`src/stt_pkg.sv`:
```
package stt_pkg;

  localparam int TIMER_SLOTS = 16;
  localparam int MAX_FIRES   = 16;
  localparam int SLOT_W      = (TIMER_SLOTS > 1) ? $clog2(TIMER_SLOTS) : 1;
  localparam int FIRE_W      = $clog2(MAX_FIRES + 1);

  localparam int LABEL_W  = 16;
  localparam int COUNT_W  = 32;
  localparam int PERIOD_W = 10;
  localparam int OP_W     = 2;
  localparam int CODE_W   = 3;

  localparam int ADDR_W    = 3;
  localparam int REG_IDX_W = ADDR_W - 2;
  localparam logic [REG_IDX_W-1:0] REG_TICK_PERIOD = '0;
  localparam logic [PERIOD_W-1:0]  PERIOD_RESET    = PERIOD_W'(1);

  typedef enum logic [OP_W-1:0] {
    OP_TICK     = 2'd0,
    OP_REGISTER = 2'd1,
    OP_REMOVE   = 2'd2,
    OP_KICK     = 2'd3
  } op_t;

  typedef enum logic [CODE_W-1:0] {
    RC_FIRED        = 3'd0,
    RC_DONE         = 3'd1,
    RC_FULL         = 3'd2,
    RC_NOT_FOUND    = 3'd3,
    RC_KICK_REFUSED = 3'd4
  } result_code_t;

  typedef struct packed {
    logic [COUNT_W-1:0] value;
    logic               zero;
  } sub_res_t;

endpackage

```
`src/stt_sat_sub.sv`:
```
module stt_sat_sub (
  input  logic [stt_pkg::COUNT_W-1:0]  minuend,
  input  logic [stt_pkg::PERIOD_W-1:0] subtrahend,
  output stt_pkg::sub_res_t            res
);
  import stt_pkg::*;

  logic [COUNT_W:0]   diff;
  logic [COUNT_W-1:0] value;

  // saturating countdown step
  assign diff  = {1'b0, minuend} - (COUNT_W + 1)'(subtrahend);
  assign value = diff[COUNT_W] ? '0 : diff[COUNT_W-1:0];

  assign res.value = value;
  assign res.zero  = (value == '0);

endmodule

```
`src/software_timer_table_core.sv`:
```
// Pool of sixteen labelled countdown timers driven by tick, register, remove and kick items.
// One shared saturating subtractor walks the slots one per cycle under a small sequencer,
// pausing while a fire waits on a busy output, so the block takes one item at a time: a tick
// is accepted, steps through every slot and ends with a done result, and a register, remove
// or kick is accepted, looks up every slot, updates the table and then sends its reply.
// Each fired label and the closing done result pass through a single output register, so
// a slow consumer that holds out_ready low stalls a tick. The tick period register sits at
// byte address 0 of the APB port and should be written only when idle.
module software_timer_table_core (
  input  logic                         clk,
  input  logic                         rst,
  input  logic                         psel,
  input  logic                         penable,
  input  logic                         pwrite,
  input  logic [stt_pkg::ADDR_W-1:0]   paddr,
  input  logic [31:0]                  pwdata,
  output logic [31:0]                  prdata,
  output logic                         pready,
  input  logic                         in_valid,
  output logic                         in_ready,
  input  logic [stt_pkg::OP_W-1:0]     op,
  input  logic [stt_pkg::LABEL_W-1:0]  timer_label,
  input  logic [stt_pkg::COUNT_W-1:0]  timeout_ms,
  input  logic                         allow_kick,
  input  logic                         repeat_req,
  output logic                         out_valid,
  input  logic                         out_ready,
  output logic [stt_pkg::CODE_W-1:0]   result_code,
  output logic [stt_pkg::LABEL_W-1:0]  fired_label,
  output logic                         last
);
  import stt_pkg::*;

  typedef enum logic [2:0] {
    ST_IDLE,
    ST_TICK,
    ST_LOOKUP,
    ST_APPLY,
    ST_REPLY
  } state_t;

  localparam logic [SLOT_W-1:0] LAST_IDX = SLOT_W'(TIMER_SLOTS - 1);

  state_t state;

  logic [PERIOD_W-1:0] tick_period;

  logic [TIMER_SLOTS-1:0] slot_used;
  logic [LABEL_W-1:0]     slot_key       [TIMER_SLOTS];
  logic [COUNT_W-1:0]     slot_timeout   [TIMER_SLOTS];
  logic [COUNT_W-1:0]     slot_remaining [TIMER_SLOTS];
  logic                   slot_reload    [TIMER_SLOTS];
  logic                   slot_kickable  [TIMER_SLOTS];

  logic [SLOT_W-1:0] idx;
  logic [FIRE_W-1:0] fires;

  op_t                cur_op;
  logic [LABEL_W-1:0] cur_label;
  logic [COUNT_W-1:0] cur_timeout;
  logic               cur_kick;
  logic               cur_repeat;

  logic               match_hit;
  logic [SLOT_W-1:0]  match_idx;
  logic               match_kickable;
  logic [COUNT_W-1:0] match_timeout;
  logic               free_hit;
  logic [SLOT_W-1:0]  free_idx;

  result_code_t       reply_code;
  logic [LABEL_W-1:0] reply_label;

  sub_res_t          sub_res;
  logic              out_free;
  logic              out_load;
  logic              fire_now;
  logic              cfg_wr;
  logic [SLOT_W-1:0] wr_idx;

  stt_sat_sub u_sub (
    .minuend    (slot_remaining[idx]),
    .subtrahend (tick_period),
    .res        (sub_res)
  );

  assign pready   = 1'b1;
  assign prdata   = (paddr[ADDR_W-1:2] == REG_TICK_PERIOD) ? 32'(tick_period) : '0;
  assign cfg_wr   = psel && penable && pwrite && (paddr[ADDR_W-1:2] == REG_TICK_PERIOD);
  assign in_ready = (state == ST_IDLE);
  assign out_free = !out_valid || out_ready;
  assign fire_now = sub_res.zero && (fires < FIRE_W'(MAX_FIRES));
  assign wr_idx   = match_hit ? match_idx : free_idx;
  assign out_load = out_free &&
                    (((state == ST_TICK) && slot_used[idx] && fire_now) ||
                     (state == ST_REPLY));

  always_ff @(posedge clk) begin
    if (rst) begin
      state       <= ST_IDLE;
      tick_period <= PERIOD_RESET;
      slot_used   <= '0;
      out_valid   <= 1'b0;
      idx         <= '0;
      fires       <= '0;
      match_hit   <= 1'b0;
      free_hit    <= 1'b0;
    end else begin
      if (cfg_wr) begin
        tick_period <= pwdata[PERIOD_W-1:0];
      end
      if (out_load) begin
        out_valid <= 1'b1;
      end else if (out_valid && out_ready) begin
        out_valid <= 1'b0;
      end

      case (state)
        ST_IDLE: begin
          if (in_valid) begin
            cur_op      <= op_t'(op);
            cur_label   <= timer_label;
            cur_timeout <= timeout_ms;
            cur_kick    <= allow_kick;
            cur_repeat  <= repeat_req;
            idx         <= '0;
            fires       <= '0;
            match_hit   <= 1'b0;
            free_hit    <= 1'b0;
            state       <= (op_t'(op) == OP_TICK) ? ST_TICK : ST_LOOKUP;
          end
        end

        ST_TICK: begin
          if (!slot_used[idx] || !fire_now || out_free) begin
            if (slot_used[idx]) begin
              if (fire_now) begin
                result_code <= RC_FIRED;
                fired_label <= slot_key[idx];
                last        <= 1'b0;
                fires       <= fires + FIRE_W'(1);
                if (slot_reload[idx]) begin
                  slot_remaining[idx] <= slot_timeout[idx];
                end else begin
                  slot_used[idx] <= 1'b0;
                end
              end else begin
                slot_remaining[idx] <= sub_res.value;
              end
            end
            if (idx == LAST_IDX) begin
              reply_code  <= RC_DONE;
              reply_label <= '0;
              state       <= ST_REPLY;
            end else begin
              idx <= idx + SLOT_W'(1);
            end
          end
        end

        ST_LOOKUP: begin
          if (slot_used[idx] && slot_key[idx] == cur_label && !match_hit) begin
            match_hit      <= 1'b1;
            match_idx      <= idx;
            match_kickable <= slot_kickable[idx];
            match_timeout  <= slot_timeout[idx];
          end
          if (!slot_used[idx] && !free_hit) begin
            free_hit <= 1'b1;
            free_idx <= idx;
          end
          if (idx == LAST_IDX) begin
            state <= ST_APPLY;
          end else begin
            idx <= idx + SLOT_W'(1);
          end
        end

        ST_APPLY: begin
          reply_label <= cur_label;
          state       <= ST_REPLY;
          case (cur_op)
            OP_REGISTER: begin
              if (match_hit || free_hit) begin
                slot_used[wr_idx]      <= 1'b1;
                slot_key[wr_idx]       <= cur_label;
                slot_timeout[wr_idx]   <= cur_timeout;
                slot_remaining[wr_idx] <= cur_timeout;
                slot_reload[wr_idx]    <= cur_repeat;
                slot_kickable[wr_idx]  <= cur_kick;
                reply_code             <= RC_DONE;
              end else begin
                reply_code <= RC_FULL;
              end
            end
            OP_REMOVE: begin
              if (match_hit) begin
                slot_used[match_idx] <= 1'b0;
                reply_code           <= RC_DONE;
              end else begin
                reply_code <= RC_NOT_FOUND;
              end
            end
            OP_KICK: begin
              if (!match_hit) begin
                reply_code <= RC_NOT_FOUND;
              end else if (!match_kickable) begin
                reply_code <= RC_KICK_REFUSED;
              end else begin
                slot_remaining[match_idx] <= match_timeout;
                reply_code                <= RC_DONE;
              end
            end
            default: begin
              reply_code <= RC_DONE;
            end
          endcase
        end

        ST_REPLY: begin
          if (out_free) begin
            result_code <= reply_code;
            fired_label <= reply_label;
            last        <= 1'b1;
            state       <= ST_IDLE;
          end
        end

        default: begin
          state <= ST_IDLE;
        end
      endcase
    end
  end

endmodule

```
`config.mk`:
```
export PLATFORM = sky130hd
export DESIGN_NAME = software_timer_table_core
export DESIGN_NICKNAME = d
export VERILOG_FILES = /design/src/stt_pkg.sv /design/src/stt_sat_sub.sv /design/src/software_timer_table_core.sv
export SDC_FILE = /design/constraint.sdc
export NUM_CORES = 1
export LEC_CHECK = 0
export ABC_AREA = 1
export BUFFER_PORTS_ARGS = -buffer_cell sky130_fd_sc_hd__buf_2
export CORE_UTILIZATION = 40
export DETAILED_ROUTE_END_ITERATION = 7
export PLACE_DENSITY_LB_ADDON = 0.3
export SYNTH_ARGS = -nofsm -noshare
export SYNTH_HDL_FRONTEND = slang
export SYNTH_HIERARCHICAL = 1
export SYNTH_SLANG_ARGS = --single-unit
export TNS_END_PERCENT = 100
```
`constraint.sdc`:
```
create_clock -name clk -period 10.4 [get_ports clk]
set_input_delay 1.04 -clock clk [delete_from_list [all_inputs] [get_ports clk]]
set_output_delay 1.04 -clock clk [all_outputs]
set_load 0.02 [all_outputs]
```
# Word-level counts from Yosys, hierarchy flattened
# Memory sizes are Yosys's and may differ from the RTL's. A register that Yosys moved wholly into a read port is not among the register bits.
# Index checks and enable logic that the tools add are counted.
[totals] regBits=172 ramBits=1312 input_bits=94 out_inout_bits=55 memories=5
[mem_list] memory="slot_remaining" words=16 word_bits=32 rd=1 rd_ports_with_merged_regs=1 write_ports=1 line="software_timer_table_core.sv:51" source="logic [COUNT_W-1:0] slot_remaining [TIMER_SLOTS];"
[mem_list] memory="slot_timeout" words=16 word_bits=32 rd=1 rd_ports_with_merged_regs=1 write_ports=1 line="software_timer_table_core.sv:50" source="logic [COUNT_W-1:0] slot_timeout [TIMER_SLOTS];"
[mem_list] memory="slot_key" words=16 word_bits=16 rd=1 rd_ports_with_merged_regs=1 write_ports=1 line="software_timer_table_core.sv:49" source="logic [LABEL_W-1:0] slot_key [TIMER_SLOTS];"
[mem_list] memory="slot_kickable" words=16 word_bits=1 rd=1 rd_ports_with_merged_regs=1 write_ports=1 line="software_timer_table_core.sv:53" source="logic slot_kickable [TIMER_SLOTS];"
[mem_list] memory="slot_reload" words=16 word_bits=1 rd=1 rd_ports_with_merged_regs=1 write_ports=1 line="software_timer_table_core.sv:52" source="logic slot_reload [TIMER_SLOTS];"
[op_classes] addsub=3 n_lt_le_gt_ge=7 eq_ne=22 mux=107 n_bitwise=8 reduce_logical=46
[op_table] operator="16-bit two-way mux" n=12
[op_table] operator="32-bit two-way mux" n=4
[op_table] operator="16-bit case mux with 2 select lines" n=4
[op_table] operator="32-bit OR reduction" n=2
[op_table] operator="4-bit two-way mux" n=14
[op_table] operator="1-bit two-way mux" n=39
[op_table] operator="3-bit two-way mux" n=13
[op_table] operator="32-bit by 10-bit subtractor with 33-bit output" n=1
[op_table] operator="16-bit bitwise AND" n=2
[op_table] operator="32-bit zero test" n=1
[op_table] operator="16-bit inverter" n=2
[op_table] operator="5-bit two-way mux" n=4
[op_table] operator="3-bit AND reduction" n=6
[op_table] operator="16-bit == test" n=1
[op_table] operator="16-bit bitwise OR" n=1
[op_table] operator="4-bit by 5-bit < comparator with 1-bit output (second input constant)" n=3
[op_table] operator="3-bit case mux with 5 select lines" n=1
[op_table] operator="1-bit logical AND" n=14
[op_table] operator="2-bit != test (second input constant)" n=7
[op_table] operator="1-bit demux with 4-bit select" n=3
[op_table] operator="4-bit by 1-bit >= comparator with 1-bit output (second input constant)" n=3
[op_table] operator="3-bit case mux with 2 select lines" n=2
[op_table] operator="4-bit case mux with 3 select lines" n=1
[op_table] operator="10-bit two-way mux" n=1
[op_table] operator="other kinds (29)" n=52

# Depth between registers and ports, before layout
# Gate-level depths: netlist of run 1.
[logic_depth] depth_word=14 ltp_mapped=37 depth_no_buf=31

# Modules after synthesis
# Netlist of run 1, hierarchy kept.
[by_module_without_submodules] module="software_timer_table_core" instances=1 cells_each=4792 area_per_inst_um2=60018.8 seq_area_each_um2=44262.5
[by_module_without_submodules] module="stt_sat_sub" instances=1 cells_each=401 area_per_inst_um2=1856.8 seq_area_each_um2=0.0

# Least setup slack after synthesis of run 1
# Ideal clock, no wire load.
[synth_timing] kind="register to register" from="reg with a tool-made name" to="mem slot_remaining[0][0], enable pin" arrival_time_ps=5565 required_time_ps=9979 setup_slack_ps=4414 path_stages_with_launch=35 path_buffers=7 period_less_slack_ps=5986 path_cell_list="dfxtp_1 inv_2 buf_4 buf_4 buf_4 buf_2 clkbuf_1 nor2_1 o221ai_1 o211ai_1 nand2_1 inv_1 ha_1 fa_1 inv_1 nand2_1 nand2_1 nand3_1 nand2_1 nand2_4 nand3_4 buf_6 nand3_1 nand2_1 nor2_1 nand4_1 nor2_1 inv_1 nor2_1 nor2_1 nand3_1 buf_2 o211ai_1 nand2_1 nor2_1"
[synth_rtl] item="end: declaration" line="software_timer_table_core.sv:51"

==> results of run 1 <==
## through the flow
step / std cells / total power [µW]
2_1_floorplan: 5214 / 10000
3_3_place_gp: 7101 / 11300
3_5_place_dp: 7101 / 11300
4_1_cts: 7382 / 16600
5_1_grt: 7383 / 17300
6_report: 7386 / 16500
## cell type report
class                      count  area [µm²]
fill                       13800       83600
sequential                  1489       44300
multi-input combinational   3089       15200
clock buffer                 210        4250
tap                         2030        2540
timing repair buffer         193        1240
inverter                     301        1150
clock inverter                71         549
antenna                        3        7.51
## power by group through the flow
| stage | Combinational (µW) | Sequential [µW] | Clock, µW |
|---|---|---|---|
| finish | 3830 | 7440 | 5270 |
| global route | 4250 | 7470 | 5580 |
| global placement | 3720 | 7560 | 0 |
| floorplan | 2560 | 7460 | 0 |
| CTS | 3800 | 7440 | 5350 |
| detailed placement | 3780 | 7570 | 0 |
## cell usage after synthesis, types with 43 or more instances
cell / number / area, µm²
o211ai_1: 149 / 1120
nor2_1: 843 / 3160
nand3_1: 311 / 1560
nand2_1: 730 / 2740
buf_2: 77 / 385
a21oi_1: 43 / 215
dfxtp_1: 45 / 901
o21ai_0: 604 / 3020
o221ai_1: 169 / 1480
edfxtp_1: 1444 / 43400
clkbuf_1: 180 / 676
inv_1: 288 / 1080
o22ai_1: 59 / 369
## sequential cells by signal, indices dropped and copies added, names as in the netlist, 2 cells and up, named ones only
signal and count:
free_idx 4, slot_timeout 512, reply_label 16, cur_timeout 32, tick_period 10, idx 4
slot_kickable 16, cur_label 16, slot_remaining 512, state 3, fired_label 16, slot_used 16
result_code 3, slot_key 256, match_idx 4, reply_code 3, cur_op 2, match_timeout 32
slot_reload 16, fires 5
## kinds of logic after synthesis
| group | count (synthesis) |
|---|---|
| flip-flops | 1489 |
| XOR/XNOR | 11 |
| AO/OA/AOI/OAI | 1098 |
| buffers and inverters | 636 |
| AND/OR/NAND/NOR | 1940 |
| adder cells (fa/ha/maj) | 17 |
| other | 2 |
## final timing paths
path | from | end | slack [ps] | depth (start not counted)
hold reg to reg | tick_period[7]$_SDFFE_PP0P_ | tick_period[7]$_SDFFE_PP0P_ | 470 | 2
setup / recovery | register | slot_remaining[2][6]$_DFFE_PP_ | 2260 | 23
hold / removal | timeout_ms[3] | cur_timeout[3]$_DFFE_PP_ | 430 | 1
setup reg to reg | register | slot_remaining[2][6]$_DFFE_PP_ | 2260 | 23
## cells in the final DEF (no fill, tap or decap), types with 14 or more instances in the layout
cell type,n
edfxtp_1,1444
a32o_1,14
clkbuf_1,46
ha_1,16
o211ai_1,149
conb_1,23
dfxtp_1,41
o21ai_0,604
a31oi_1,20
nand2_1,729
nor2_1,809
o21ai_1,31
o221ai_1,169
buf_4,88
o22ai_1,59
buf_2,101
nand4_1,22
inv_1,288
nand3_1,310
clkinv_2,24
clkbuf_16,162
clkinv_1,33
a21oi_1,43
nor2_4,35
## metal layers
metal	part of all wire [%]	routed length (µm)	vias to the layer above
li1	-	-	18800
met1	43	71400	20200
met2	48	79000	1576
met3	7.0	11600	266
met4	2.5	4220	0
met5	0	0	-
==> flow_summary.json, run 1 <==
{
  "end_kind": "register",
  "dr.pass1.iters": 6,
  "grt_pass1_vias": 38700,
  "slowest_delay_ps": 910,
  "fp.dieW_um": 395,
  "synth_edf_count": 1444,
  "period_share_pct": 78.3,
  "gr-usage-all-layers_pct": 21.0,
  "met1_usage_pct": 29.2,
  "yosysWarnings": 6,
  "synth_flop_cell": "edfxtp_1",
  "comb_power_share_pct": 23.2,
  "tightest_slew_ps": 1260,
  "synth-xor-area-share_pct": 0.156,
  "setup_viol": 0,
  "synth.mux.area_fraction_pct": 0,
  "whs_ps": 426,
  "drt_iter0_drc": 4095,
  "via_count": 40800,
  "cpMaxStageDelayCell": "nor2_4",
  "p_leak_uw": 0.0238,
  "grt_busiest_layer": "met2",
  "path_max_fanout": 183,
  "route.detailed.drc": 0,
  "synthAdderAreaFrac_pct": 0.356,
  "ys_ff_latch": 1489,
  "postSynth.asyncResetShare_pct": 0,
  "crit_chain": "buf_12, buf_4, nor2_1, o221ai_1, nand3_1, nand2_1, ha_1, nand2_1, nor2_1, nand2_4, nand3_4, nand3_1, nand2_1, nor2_1, nand4_1, nor2_1, inv_1, nor3_1, nand3_1, o211ai_1, nand2_1, nor2_4, buf_4",
  "worstPathRequired_ps": 10860,
  "ir_worst_vdd_mv": 0.165,
  "grt_pass1_wl_um": 247000,
  "holdBufCountCts": 0,
  "row_count": 143,
  "synth-simple-area-share_pct": 12.7,
  "post_cts_buffers": 0,
  "maxCapViolations": 0,
  "syn_inst": 5193,
  "htreeDepth": 4,
  "finalHoldViolations": 0,
  "synth_top_family_by_area": "simple AND/OR/NAND/NOR gates",
  "cts_sinks": 1489,
  "p_sw_share_pct": 32.5,
  "gp_congestion": 0.868,
  "final_max_slew_viol_count": 0,
  "start_kind": "register",
  "final.setup.tns_ps": 0,
  "die_y_um": 395,
  "ioPinCount": 149,
  "cp_data_arrival_time_ps": 8600,
  "pwr-share-seq_pct": 45.0,
  "hold_path_class": "in2reg",
  "overflow": 0,
  "final_cell_area_mm2": 0.0692,
  "avgSynthCellArea_um2": 11.9,
  "dpl_cell_area_mm2": 0.0644,
  "syn_area_mm2": 0.0619,
  "critPathTopFamily": "simple AND/OR/NAND/NOR gates",
  "synth-seq-area-share_pct": 71.5,
  "cts_made_buffers": 156,
  "crit_type": "reg2reg",
  "fin_skew_ps": 30.0,
  "antenna_found_initial": 3,
  "ctsLongestPathBuffers": 3,
  "final_nets": 5341,
  "cts_tree": "done",
  "max_freq_mhz": 123,
  "final_util_pct": 45.3,
  "synth_compound_area_share_pct": 10.8,
  "clockRootBuffer": "clkbuf_16",
  "clk_pin_slew_ps": 60,
  "dp_hpwl_um": 86000,
  "met2_usage_pct": 34.1,
  "worstSkewPairLatency_ps": 790,
  "area_growth_pct": 11.9,
  "drt-total-wl_um": 166000,
  "ant_nets": 0,
  "maxSlewHeadroom_pct": 15.7,
  "portBuffers": 101,
  "grt_use_met3_pct": 2.95,
  "start_util_pct": 40.5,
  "p_sw_uw": 5380,
  "core_mm2": 0.153,
  "synth_cell_types": 48,
  "dp_slack_ps": 2380,
  "pwr-share-clk_pct": 31.9,
  "critPathBufInv": 4,
  "power_report.internal_total_uw": 11200,
  "drive_gt1_share_pct": 8.71,
  "status": "completed",
  "cts-resized-gates": 0,
  "finalCriticalPeriod_ps": 8140,
  "via_per_inst": 5.52,
  "rsz0062_at_grt": "no",
  "dieArea_mm2": 0.156,
  "p_per_area_mw_per_mm2": 239,
  "wl_per_cell_um": 22.5,
  "grt_start_max_net_pins": 184,
  "setup_ws_ps": 2260
}
No activity file was read; power rests on OpenSTA's default activity.
==> inputs of run 2 (changes only) <==
- clock period: 10.4 -> 7.7 ns (I/O delays scaled with it)
==> flow_summary.json, run 2 (synthesized netlist as in run 1, its figures left out) <==
{
  "start_util_pct": 40.5,
  "setup_ws_ps": 1330,
  "cts_made_buffers": 155,
  "wl_per_cell_um": 22.9,
  "overflow": 0,
  "gr-usage-all-layers_pct": 21.4,
  "hold-path-cell-count": 1,
  "setup_viol": 0,
  "p_per_area_mw_per_mm2": 321,
  "critPathBufInv": 6,
  "fillerInstances": 13700,
  "diodes": 0,
  "p_sw_share_pct": 32.6,
  "cts-resized-gates": 0,
  "core_mm2": 0.153,
  "via_count": 41200,
  "cts_sinks": 1489,
  "start_kind": "register",
  "clockRootBuffer": "clkbuf_16",
  "comb_power_share_pct": 23.9,
  "period_share_pct": 82.7,
  "fp.dieW_um": 395,
  "ir_worst_vdd_mv": 0.194,
  "fin_skew_ps": 46.3,
  "portBuffers": 101,
  "end_kind": "register",
  "maxCapViolations": 0,
  "dr.pass1.iters": 6,
  "cp_data_arrival_time_ps": 6820,
  "drt-total-wl_um": 170000,
  "ioPinCount": 149,
  "cpMostUsedCell": "nand2_1",
  "grt_pass1_wl_um": 251000,
  "dieArea_mm2": 0.156,
  "path_max_fanout": 133,
  "ctsLongestPathBuffers": 3,
  "p_sw_uw": 7310,
  "via_per_inst": 5.55,
  "critPathTopFamily": "simple AND/OR/NAND/NOR gates",
  "htreeDepth": 4,
  "final_nets": 5382,
  "final_max_slew_viol_count": 0,
  "holdBufCountCts": 0,
  "tightest_slew_ps": 1170,
  "reg_top3": "slot_remaining x512, slot_timeout x512, slot_key x256",
  "dp_hpwl_um": 92500,
  "finalCriticalPeriod_ps": 6370,
  "hold_path_class": "in2reg",
  "power_report.internal_total_uw": 15100,
  "gp_congestion": 0.861,
  "cpMaxStageDelayCell": "buf_12",
  "finalHoldViolations": 0,
  "max_freq_mhz": 157,
  "worstSkewPairLatency_ps": 800,
  "grt_start_max_net_pins": 181,
  "post_cts_buffers": 0,
  "maxSlewHeadroom_pct": 22.2,
  "cts_tree": "done",
  "final_common_cell": "edfxtp_1",
  "route.detailed.drc": 0,
  "row_count": 143,
  "final.setup.tns_ps": 0,
  "ant_nets": 0,
  "dp_slack_ps": 1380,
  "pwr-share-seq_pct": 44.6,
  "pwr-share-clk_pct": 31.6,
  "area_growth_pct": 12.9,
  "crit_cells": 27,
  "drive_gt1_share_pct": 9.31,
  "grt_pass1_vias": 39300,
  "r2r_cells": 27,
  "die_y_um": 395,
  "final_cell_mix": "1,444 x edfxtp_1, 809 x nor2_1, 729 x nand2_1",
  "slowest_delay_ps": 530,
  "status": "completed",
  "rsz0062_at_grt": "no",
  "p_leak_uw": 0.0240,
  "clk_pin_slew_ps": 60,
  "antenna_found_initial": 5,
  "drt_iter0_drc": 4730,
  "crit_type": "reg2reg",
  "worstPathRequired_ps": 8160
}
-- run 2: changes by cell type in the layout (fill, tap and decap cells not counted), sizes merged --
cell	change
buf	+43
inv	+3
bufinv	+2
diode	-3
clkinv	-6
clkbuf	-12
-- run 2: per-layer routing --
layer | up-vias | global-route usage (%) | part of all wire (%)
met3 | 292 | 3.55 | 8.0
met2 | 1714 | 33.9 | 46
met1 | 20300 | 29.8 | 43
met4 | 2 | 7.42 | 3.0
met5 | - | 0 | 0.0082
li1 | 18800 | - | -
-- run 2: worst paths after layout --
check | from | endpoint | slack (ps)
max reg2reg | register | slot_remaining[4][4]$_DFFE_PP_ | 1330
max | register | slot_remaining[4][4]$_DFFE_PP_ | 1330
min reg2reg | tick_period[4]$_SDFFE_PP0P_ | tick_period[4]$_SDFFE_PP0P_ | 470
min | timer_label[11] | cur_label[11]$_DFFE_PP_ | 150
-- run 2: final cells by class --
| class | count | area, µm² | share of cell area (%) |
|---|---|---|---|
| clock buffer | 199 | 4110 | 5.88 |
| clock inverter | 70 | 602 | 0.862 |
| multi-input combinational | 3089 | 15200 | 21.8 |
| timing repair buffer | 235 | 1960 | 2.81 |
| tap | 2030 | 2540 | 3.64 |
| inverter | 301 | 1150 | 1.65 |
| sequential | 1489 | 44300 | 63.4 |
-- run 2: metrics by stage --
step	hold slack, ps	utilization, %	instances	area (µm²)	power [µW]
floorplan	445	-	5214	62000	13500
global placement	463	42.6	7144	65100	15300
detailed placement	467	42.6	7144	65100	15400
CTS	87.4	45.7	7413	69800	22500
global route	117	45.7	7413	69800	23400
finish	148	45.7	7413	69800	22400
-- run 2: power groups by stage --
stage / clock network (µW) / logic, µW / registers, µW
finish: 7070 / 5340 / 9980
global route: 7480 / 5900 / 10000
CTS: 7180 / 5300 / 9980
detailed placement: 0 / 5270 / 10100
global placement: 0 / 5200 / 10100
floorplan: 0 / 3460 / 10100
-- run 2: worst reg2reg max path: cells and delay by family, from the launching register on --
kind	cells	cell delay (ps)
buffers and inverters	6	1870
adder cells (fa/ha/maj)	1	290
AO/OA/AOI/OAI	4	970
flip-flops	1	390
AND/OR/NAND/NOR	16	2530
